<file path="config.mk">
export PLATFORM = sky130hd
export DESIGN_NAME = priority_schedule_timing_unit
export DESIGN_NICKNAME = d
export VERILOG_FILES = /design/src/rtl/psched_pkg.sv /design/src/rtl/psched_ctrl.sv /design/src/rtl/psched_datapath.sv /design/src/rtl/priority_schedule_timing_unit.sv
export SDC_FILE = /design/constraint.sdc
export NUM_CORES = 1
export LEC_CHECK = 0
export BUFFER_PORTS_ARGS = -buffer_cell sky130_fd_sc_hd__buf_4
export CAP_MARGIN = 20
export CORE_MARGIN = 1
export CORE_UTILIZATION = 50
export CTS_CLUSTER_DIAMETER = 150
export CTS_CLUSTER_SIZE = 14
export DETAILED_ROUTE_END_ITERATION = 7
export PLACE_DENSITY = 0.76
export SYNTH_ARGS = -nofsm -noshare
export SYNTH_HDL_FRONTEND = slang
export SYNTH_HIERARCHICAL = 1
export SYNTH_SLANG_ARGS = --single-unit
</file>
<file path="constraint.sdc">
create_clock -name clk -period 6.3 [get_ports clk]
set_input_delay 0.63 -clock clk [delete_from_list [all_inputs] [get_ports clk]]
set_output_delay 0.63 -clock clk [all_outputs]
set_load 0.05 [all_outputs]
</file>
<file path="src/rtl/psched_pkg.sv">
`default_nettype none
package psched_pkg;

    localparam int MAX_JOBS   = 16;
    localparam int BURST_BITS = 16;
    localparam int CNT_W      = $clog2(MAX_JOBS + 1);
    localparam int IDX_W      = $clog2(MAX_JOBS);
    localparam int ELAP_W     = BURST_BITS + CNT_W;
    localparam int SUM_W      = ELAP_W + CNT_W;
    localparam int NUM_W      = SUM_W + 8;
    localparam int DCNT_W     = $clog2(NUM_W + 1);
    localparam int JOBNUM_W   = 5;
    localparam int PRIO_W     = 8;
    localparam int TIME_W     = 20;
    localparam int AVG_W      = 28;

    // commands from the controller to the datapath
    typedef struct packed {
        logic insert;
        logic sum_start;
        logic sum_step;
        logic div_init;
        logic div_step;
        logic out_load;
        logic finish;
    } ctl_cmd_t;

    // status from the datapath to the controller
    typedef struct packed {
        logic idx_last;
        logic div_last;
        logic out_free;
    } ctl_stat_t;

endpackage
`default_nettype wire

</file>
<file path="src/rtl/psched_ctrl.sv">
`default_nettype none
module psched_ctrl (
    input  wire logic                  clk,
    input  wire logic                  rst_n,
    input  wire logic                  in_valid,
    input  wire logic                  batch_last,
    input  wire psched_pkg::ctl_stat_t stat,
    output logic                       in_stall,
    output psched_pkg::ctl_cmd_t       cmd
);
    import psched_pkg::*;

    typedef enum logic [4:0] {
        S_LOAD  = 5'b00001,
        S_SUM   = 5'b00010,
        S_DINIT = 5'b00100,
        S_DIV   = 5'b01000,
        S_EMIT  = 5'b10000
    } state_t;

    state_t state_reg, state_next;

    // state register
    always_ff @(posedge clk or negedge rst_n)
    begin
        if (!rst_n)
            state_reg <= S_LOAD;
        else
            state_reg <= state_next;
    end

    // next state and commands
    always_comb
    begin
        state_next = state_reg;
        cmd        = '0;
        in_stall   = (state_reg != S_LOAD);
        case (state_reg)
            S_LOAD:
            begin
                if (in_valid)
                begin
                    cmd.insert = 1'b1;
                    if (batch_last)
                    begin
                        cmd.sum_start = 1'b1;
                        state_next    = S_SUM;
                    end
                end
            end
            S_SUM:
            begin
                cmd.sum_step = 1'b1;
                if (stat.idx_last)
                    state_next = S_DINIT;
            end
            S_DINIT:
            begin
                cmd.div_init = 1'b1;
                state_next   = S_DIV;
            end
            S_DIV:
            begin
                cmd.div_step = 1'b1;
                if (stat.div_last)
                    state_next = S_EMIT;
            end
            S_EMIT:
            begin
                if (stat.out_free)
                begin
                    cmd.out_load = 1'b1;
                    if (stat.idx_last)
                    begin
                        cmd.finish = 1'b1;
                        state_next = S_LOAD;
                    end
                end
            end
            default:
            begin
                state_next = S_LOAD;
            end
        endcase
    end

endmodule
`default_nettype wire

</file>
<file path="src/rtl/psched_datapath.sv">
`default_nettype none
module psched_datapath (
    input  wire logic                                  clk,
    input  wire logic                                  rst_n,
    input  wire psched_pkg::ctl_cmd_t                  cmd,
    output psched_pkg::ctl_stat_t                      stat,
    input  wire logic [15:0]                           burst_time,
    input  wire logic [psched_pkg::PRIO_W-1:0]         job_priority,
    input  wire logic                                  out_stall,
    output logic                                       out_valid,
    output logic [psched_pkg::JOBNUM_W-1:0]            job_number,
    output logic [psched_pkg::PRIO_W-1:0]              job_priority_out,
    output logic [15:0]                                burst_time_out,
    output logic [psched_pkg::TIME_W-1:0]              wait_time,
    output logic [psched_pkg::TIME_W-1:0]              turnaround_time,
    output logic [psched_pkg::AVG_W-1:0]               avg_wait_q8,
    output logic [psched_pkg::AVG_W-1:0]               avg_turnaround_q8,
    output logic                                       run_last
);
    import psched_pkg::*;

    // sorted job table
    logic [BURST_BITS-1:0] tbl_burst_reg [MAX_JOBS];
    logic [BURST_BITS-1:0] tbl_burst_next[MAX_JOBS];
    logic [PRIO_W-1:0]     tbl_prio_reg  [MAX_JOBS];
    logic [PRIO_W-1:0]     tbl_prio_next [MAX_JOBS];
    logic [JOBNUM_W-1:0]   tbl_num_reg   [MAX_JOBS];
    logic [JOBNUM_W-1:0]   tbl_num_next  [MAX_JOBS];
    logic [BURST_BITS-1:0] prev_burst    [MAX_JOBS];
    logic [PRIO_W-1:0]     prev_prio     [MAX_JOBS];
    logic [JOBNUM_W-1:0]   prev_num      [MAX_JOBS];
    logic [MAX_JOBS-1:0]   gt;
    logic [MAX_JOBS-1:0]   gt_prev;
    logic [CNT_W:0]        num_full;
    logic [BURST_BITS-1:0] new_burst;

    logic [CNT_W-1:0]  count_reg, count_next;
    logic [IDX_W-1:0]  idx_reg, idx_next;
    logic [ELAP_W-1:0] elap_reg, elap_next;
    logic [SUM_W-1:0]  wsum_reg, wsum_next;
    logic [SUM_W-1:0]  tsum_reg, tsum_next;
    logic [ELAP_W-1:0] elap_add;

    // dividers
    logic [NUM_W-1:0]  qw_reg, qw_next, qt_reg, qt_next;
    logic [CNT_W-1:0]  rw_reg, rw_next, rt_reg, rt_next;
    logic [DCNT_W-1:0] dcnt_reg, dcnt_next;
    logic [CNT_W:0]    trial_w, trial_t;
    logic              ge_w, ge_t;

    logic out_valid_reg, out_valid_next;
    logic [JOBNUM_W-1:0]   onum_reg;
    logic [PRIO_W-1:0]     oprio_reg;
    logic [BURST_BITS-1:0] oburst_reg;
    logic [TIME_W-1:0]     owait_reg, oturn_reg;
    logic [AVG_W-1:0]      oavgw_reg, oavgt_reg;
    logic                  olast_reg;

    logic [BURST_BITS-1:0] sel_burst;

    assign new_burst = burst_time[BURST_BITS-1:0];
    assign num_full  = {1'b0, count_reg} + 1'b1;
    assign sel_burst = tbl_burst_reg[idx_reg];
    assign elap_add  = elap_reg + ELAP_W'(sel_burst);

    // status
    assign stat.idx_last = ((CNT_W'(idx_reg) + 1'b1) == count_reg);
    assign stat.div_last = (dcnt_reg == DCNT_W'(1));
    assign stat.out_free = !out_valid_reg || !out_stall;

    // insertion: entries with larger priority move up one place
    always_comb
    begin
        for (int k = 0; k < MAX_JOBS; k++)
        begin
            gt[k] = (CNT_W'(k) < count_reg) && (tbl_prio_reg[k] > job_priority);
        end
        gt_prev       = {gt[MAX_JOBS-2:0], 1'b0};
        prev_burst[0] = '0;
        prev_prio[0]  = '0;
        prev_num[0]   = '0;
        for (int k = 1; k < MAX_JOBS; k++)
        begin
            prev_burst[k] = tbl_burst_reg[k-1];
            prev_prio[k]  = tbl_prio_reg[k-1];
            prev_num[k]   = tbl_num_reg[k-1];
        end
        for (int k = 0; k < MAX_JOBS; k++)
        begin
            tbl_burst_next[k] = tbl_burst_reg[k];
            tbl_prio_next[k]  = tbl_prio_reg[k];
            tbl_num_next[k]   = tbl_num_reg[k];
            if (cmd.insert && (count_reg < CNT_W'(MAX_JOBS)))
            begin
                if (gt_prev[k])
                begin
                    tbl_burst_next[k] = prev_burst[k];
                    tbl_prio_next[k]  = prev_prio[k];
                    tbl_num_next[k]   = prev_num[k];
                end
                else if ((CNT_W'(k) <= count_reg) &&
                         ((CNT_W'(k) == count_reg) || gt[k]))
                begin
                    tbl_burst_next[k] = new_burst;
                    tbl_prio_next[k]  = job_priority;
                    tbl_num_next[k]   = JOBNUM_W'(num_full);
                end
            end
        end
    end

    // table storage
    always_ff @(posedge clk)
    begin
        for (int k = 0; k < MAX_JOBS; k++)
        begin
            tbl_burst_reg[k] <= tbl_burst_next[k];
            tbl_prio_reg[k]  <= tbl_prio_next[k];
            tbl_num_reg[k]   <= tbl_num_next[k];
        end
    end

    // divider bit step
    assign trial_w = {rw_reg, qw_reg[NUM_W-1]};
    assign trial_t = {rt_reg, qt_reg[NUM_W-1]};
    assign ge_w    = (trial_w >= {1'b0, count_reg});
    assign ge_t    = (trial_t >= {1'b0, count_reg});

    // count, index, sums and dividers
    always_comb
    begin
        count_next = count_reg;
        idx_next   = idx_reg;
        elap_next  = elap_reg;
        wsum_next  = wsum_reg;
        tsum_next  = tsum_reg;
        qw_next    = qw_reg;
        qt_next    = qt_reg;
        rw_next    = rw_reg;
        rt_next    = rt_reg;
        dcnt_next  = dcnt_reg;
        if (cmd.insert && (count_reg < CNT_W'(MAX_JOBS)))
            count_next = count_reg + 1'b1;
        if (cmd.sum_start)
        begin
            idx_next  = '0;
            elap_next = '0;
            wsum_next = '0;
            tsum_next = '0;
        end
        if (cmd.sum_step)
        begin
            idx_next  = idx_reg + 1'b1;
            elap_next = elap_add;
            wsum_next = wsum_reg + SUM_W'(elap_reg);
            tsum_next = tsum_reg + SUM_W'(elap_add);
        end
        if (cmd.div_init)
        begin
            idx_next  = '0;
            elap_next = '0;
            qw_next   = {wsum_reg, 8'd0};
            qt_next   = {tsum_reg, 8'd0};
            rw_next   = '0;
            rt_next   = '0;
            dcnt_next = DCNT_W'(NUM_W);
        end
        if (cmd.div_step)
        begin
            qw_next   = {qw_reg[NUM_W-2:0], ge_w};
            qt_next   = {qt_reg[NUM_W-2:0], ge_t};
            rw_next   = ge_w ? CNT_W'(trial_w - {1'b0, count_reg}) : CNT_W'(trial_w);
            rt_next   = ge_t ? CNT_W'(trial_t - {1'b0, count_reg}) : CNT_W'(trial_t);
            dcnt_next = dcnt_reg - 1'b1;
        end
        if (cmd.out_load)
        begin
            idx_next  = idx_reg + 1'b1;
            elap_next = elap_add;
        end
        if (cmd.finish)
            count_next = '0;
    end

    // control registers
    always_ff @(posedge clk or negedge rst_n)
    begin
        if (!rst_n)
        begin
            count_reg     <= '0;
            out_valid_reg <= 1'b0;
        end
        else
        begin
            count_reg     <= count_next;
            out_valid_reg <= out_valid_next;
        end
    end

    // working registers
    always_ff @(posedge clk)
    begin
        idx_reg  <= idx_next;
        elap_reg <= elap_next;
        wsum_reg <= wsum_next;
        tsum_reg <= tsum_next;
        qw_reg   <= qw_next;
        qt_reg   <= qt_next;
        rw_reg   <= rw_next;
        rt_reg   <= rt_next;
        dcnt_reg <= dcnt_next;
    end

    // output register
    assign out_valid_next = cmd.out_load || (out_valid_reg && out_stall);

    always_ff @(posedge clk)
    begin
        if (cmd.out_load)
        begin
            onum_reg   <= tbl_num_reg[idx_reg];
            oprio_reg  <= tbl_prio_reg[idx_reg];
            oburst_reg <= sel_burst;
            owait_reg  <= TIME_W'(elap_reg);
            oturn_reg  <= TIME_W'(elap_add);
            oavgw_reg  <= AVG_W'(qw_reg);
            oavgt_reg  <= AVG_W'(qt_reg);
            olast_reg  <= stat.idx_last;
        end
    end

    assign out_valid         = out_valid_reg;
    assign job_number        = onum_reg;
    assign job_priority_out  = oprio_reg;
    assign burst_time_out    = 16'(oburst_reg);
    assign wait_time         = owait_reg;
    assign turnaround_time   = oturn_reg;
    assign avg_wait_q8       = oavgw_reg;
    assign avg_turnaround_q8 = oavgt_reg;
    assign run_last          = olast_reg;

endmodule
`default_nettype wire

</file>
<file path="src/rtl/priority_schedule_timing_unit.sv">
// channel  handshake             payload
// in       in_valid / in_stall   burst_time, job_priority, batch_last
// out      out_valid / out_stall job_number, job_priority_out, burst_time_out,
//                                wait_time, turnaround_time, avg_wait_q8,
//                                avg_turnaround_q8, run_last
//
// a job is sorted into the table when it is accepted; in_stall is low while loading
// a last job starts a run: summing over the jobs, a setup step, bit-serial
// division for the means, then one result per cycle when not stalled
// in_stall stays high from the last job until the final result is loaded
// out_stall holds the output register; reset clears the job count, the state
// and the output valid
`default_nettype none
module priority_schedule_timing_unit (
    input  wire logic        clk,
    input  wire logic        rst_n,
    input  wire logic        in_valid,
    output logic             in_stall,
    input  wire logic [15:0] burst_time,
    input  wire logic [7:0]  job_priority,
    input  wire logic        batch_last,
    output logic             out_valid,
    input  wire logic        out_stall,
    output logic [4:0]       job_number,
    output logic [7:0]       job_priority_out,
    output logic [15:0]      burst_time_out,
    output logic [19:0]      wait_time,
    output logic [19:0]      turnaround_time,
    output logic [27:0]      avg_wait_q8,
    output logic [27:0]      avg_turnaround_q8,
    output logic             run_last
);
    import psched_pkg::*;

    ctl_cmd_t  cmd;
    ctl_stat_t stat;

    // sequencer
    psched_ctrl u_ctrl (
        .clk        (clk),
        .rst_n      (rst_n),
        .in_valid   (in_valid),
        .batch_last (batch_last),
        .stat       (stat),
        .in_stall   (in_stall),
        .cmd        (cmd)
    );

    // table, sums, dividers and output register
    psched_datapath u_datapath (
        .clk               (clk),
        .rst_n             (rst_n),
        .cmd               (cmd),
        .stat              (stat),
        .burst_time        (burst_time),
        .job_priority      (job_priority),
        .out_stall         (out_stall),
        .out_valid         (out_valid),
        .job_number        (job_number),
        .job_priority_out  (job_priority_out),
        .burst_time_out    (burst_time_out),
        .wait_time         (wait_time),
        .turnaround_time   (turnaround_time),
        .avg_wait_q8       (avg_wait_q8),
        .avg_turnaround_q8 (avg_turnaround_q8),
        .run_last          (run_last)
    );

endmodule
`default_nettype wire
</file>
==> flow_summary.toml <==
[clock_tree]
cts.sinks = 766
insertion_delay_ns = 0.67
clk_pin_slew_ns = 0.07
cts_buffer_depth = 3
cts_max_level = 2
cts_tree = "yes"
cts_buffers = 60
cts_root_buffer = "clkbuf_16"

[sta]
max_freq_mhz = 171
tns_ns = 0
period_share_pct = 92.6
rsz0062_at_grt = "no"
skew_ns = 0.0527
tightest_slew_ns = 1.13
slew_headroom_pct = 24.4
drv_slew = 0
finalSetupViolations = 0
hold_viol_final = 0
fin_crit_ns = 5.83

[worst_setup_path]
crit_type = "reg2reg"
worst_setup_path_end_kind = "register"
worstRegToRegCells = 18
critPathRequiredTime_ns = 6.68
arrival_ns = 6.21
setup.worst_path.start_class = "register"
timing.rr.end = "u_datapath/tsum_reg[23]$_SDFFCE_PN0P_"
cp_max_fo = 30
reg2reg_slack_ns = 0.47

[min_path]
min_path_type = "in2reg"
hold_end = "u_datapath/tbl_prio_reg[0][6]$_DFFE_PP_"
min-delay-start = "job_priority[6]"
hold_depth = 1

[place]
dp_cells = 3944
place_congestion = 0.923
dp_hpwl_mm = 68.8
io_buffers = 156

[logic_synthesis]
synth_top_family_by_area = "multiplexers"
syn_area_um2 = 40400
synthAdderAreaFrac_pct = 6.29
async_reset_ff_share_pct = 1.44
yosysSeqAreaShare_pct = 56.8
yosys.area_share.simple_pct = 6.16
yosys_warnings = 6
yosys.area.top_type_share_pct = 55.9
ys_types = 94
synth_mux_area_share_pct = 18.8
ys_ff_latch = 766
synth-xor-area-share_pct = 1.35
avgSynthCellArea_um2 = 14.2
synth_cells = 2837
synth_edf_count = 751
synth_fp_nets = 3066
yosys.area.top_type = "edfxtp_1"
synthTopCellsByArea = "edfxtp_1 (56%), mux2_2 (8.5%), ha_1 (6.0%)"
synth_compound_area_share_pct = 8.07
synthFlopType = "edfxtp_1"

[flow_run]
maxCapViolations = 0

[global_routing]
overflow = 0
grt_pass1_wl_mm = 159
grt_antenna_before_repair = 3
track_usage_pct = 25.5
grt_max_degree = 88
grt_pass1_vias = 25900

[finish]
fin_util_pct = 56.4
fin_nets = 3205
largest_reg_flops = 256
antenna_cells = 0
finalNonFillerCells = 4067
drive_gt1_share_pct = 26.9
area_growth_pct = 10.9

[drt]
routed_wl_mm = 106
routedWlPerCell_um = 25.9
detail-route-antenna-nets = 0
remaining_drc_errors = 0
viasPerCell = 6.35
drt_iter0_drc = 2674
firstDrtPassIters = 5
dr_total_vias = 25800

[die]
die_h_um = 286
die_x_um = 286
pin_count = 157
placementRows = 103
dieArea_um2 = 81900
core_area_um2 = 79400
initial_core_util_pct = 50.8

[power]
leakagePower_nw = 15.5
clock_power_share_pct = 18.5
p_int_mw = 12.1
p_seq_share_pct = 35.6
sw_frac_of_total_pct = 37.9
p_per_area_nw_per_um2 = 434
power_mw = 19.4
ir_drop_mv = 0.409
p_comb_share_pct = 45.9
switchingPower_mw = 7.37

[status]
status = "complete, no violations"
==> how the worst max path moves through the flow <==
stage,slack [ns],depth (start not counted),start,end
2_1_floorplan,0.95,5,u_ctrl/state_reg[2]$_DFFE_PN0P_,u_datapath/elap_reg[0]$_DFFE_PN_
3_3_place_gp,0.46,18,register,u_datapath/tsum_reg[23]$_SDFFCE_PN0P_
3_5_place_dp,0.44,18,register,u_datapath/tsum_reg[23]$_SDFFCE_PN0P_
4_1_cts,0.37,18,register,u_datapath/tsum_reg[23]$_SDFFCE_PN0P_
5_1_grt,0.13,18,register,u_datapath/tsum_reg[23]$_SDFFCE_PN0P_
6_report,0.47,18,register,u_datapath/tsum_reg[23]$_SDFFCE_PN0P_
==> cells in the final DEF (no fill, tap or decap), types with 8 or more instances in the layout <==
cell type / netlist / routed
mux2_4: 29 / 29
xor2_1: 31 / 31
clkbuf_1: 79 / 39
mux4_2: 106 / 106
and2_1: 32 / 31
nor3_1: 32 / 32
nand3_1: 34 / 34
mux2i_1: 49 / 49
a22oi_1: 13 / 13
nor2b_1: 55 / 54
clkbuf_16: 0 / 61
nand2_1: 176 / 176
buf_4: 8 / 231
a211oi_1: 18 / 14
nand2b_1: 14 / 14
a21oi_4: 0 / 8
a21o_1: 49 / 49
mux2_1: 77 / 77
edfxtp_1: 751 / 751
a31oi_1: 9 / 8
o21bai_1: 11 / 11
a21oi_1: 116 / 107
nand4_1: 24 / 24
mux2_2: 304 / 304
dfrtp_1: 10 / 10
ha_1: 195 / 195
inv_1: 62 / 62
o21ai_0: 151 / 151
nor2_1: 91 / 87
a221oi_1: 13 / 13
and3_1: 16 / 16
o21a_1: 37 / 37
xnor2_1: 31 / 31
o21ai_1: 22 / 22
==> what timing repair did <==
| action | in CTS | in global routing |
|---|---|---|
| hold buffers | 1 | 0 |
| gates resized for setup | 0 | 0 |
| setup buffers | 0 | 12 |
| endpoints found under the hold margin | 10 | 0 |
| setup endpoints to repair | 0 | 1 |
==> layout make-up <==
class / count / area (um^2)
Tap cell: 1050 / 1310
Inverter: 65 / 244
Timing Repair Buffer: 239 / 1900
Clock buffer: 99 / 1650
Multi-Input combinational cell: 1844 / 16700
Clock inverter: 4 / 88.8
Fill cell: 6192 / 34600
Sequential cell: 766 / 22900
==> power by group through the flow <==
stage | Combinational (mW) | Sequential (mW) | Clock, mW
after CTS | 8.80 | 6.92 | 3.66
final | 8.92 | 6.92 | 3.59
after floorplan | 6.73 | 6.79 | 0
after global placement | 8.48 | 7.02 | 0
after detailed placement | 8.76 | 7.03 | 0
after global routing | 9.78 | 6.95 | 3.83
==> layer usage <==
layer | track usage [%] | share of wire, %
met1 | 33.8 | 40
met3 | 4.30 | 7.9
met5 | 0 | 0.026
met4 | 9.52 | 3.5
met2 | 42.1 | 48
==> worst max-delay path, cell delays in order (launching register included) <==
cell       delay [ns]
dfxtp_4          0.48
buf_12           0.29
mux4_2           0.53
mux4_2           0.57
ha_1             0.37
a211oi_1         0.28
o21ai_1          0.15
o2111ai_1        0.29
a21o_1           0.18
a21o_1           0.20
xor2_1           0.21
inv_1            0.10
ha_1             0.38
a21oi_1          0.26
o21bai_1         0.09
a21o_1           0.23
a221oi_2         0.42
o21ai_0          0.15
or3_1            0.31
==> cell usage after synthesis (all sizes together) (6+ instances only) <==
cell and n:
inv 64, o21bai 12, mux2 410, a21oi 117, nor3 34, xor2 31
or3 6, a211oi 24, clkbuf 79, nor2 92, o21a 37, nand3 35
a31oi 10, nor2b 55, nand2b 14, nand4 24, and2 32, o22ai 7
dfrtp 10, edfxtp 751, a22oi 14, nand2 176, o31a 8, ha 195
xnor2 31, mux2i 49, buf 83, a221oi 15, mux4 106, a21o 51
o21ai 175, and3 16
==> stage by stage <==
step                worst slack, ns  hold WS (ns)  instance area [um^2]
floorplan                     0.949         0.334                 40400
global placement              0.458         0.423                 42800
detailed placement            0.442         0.432                 42800
CTS                           0.371         0.232                 44600
global route                  0.132         0.240                 44800
finish                        0.469         0.242                 44800
==> cells by family after synthesis <==
logic type / after synthesis
DFF: 766
muxes: 565
AOI/OAI and AO/OA: 510
and+or+nand+nor: 507
buffers and inverters: 227
adders and majority gates: 200
xor gates and xnor gates: 62
Note: power is estimated with default switching activity, not from simulation.
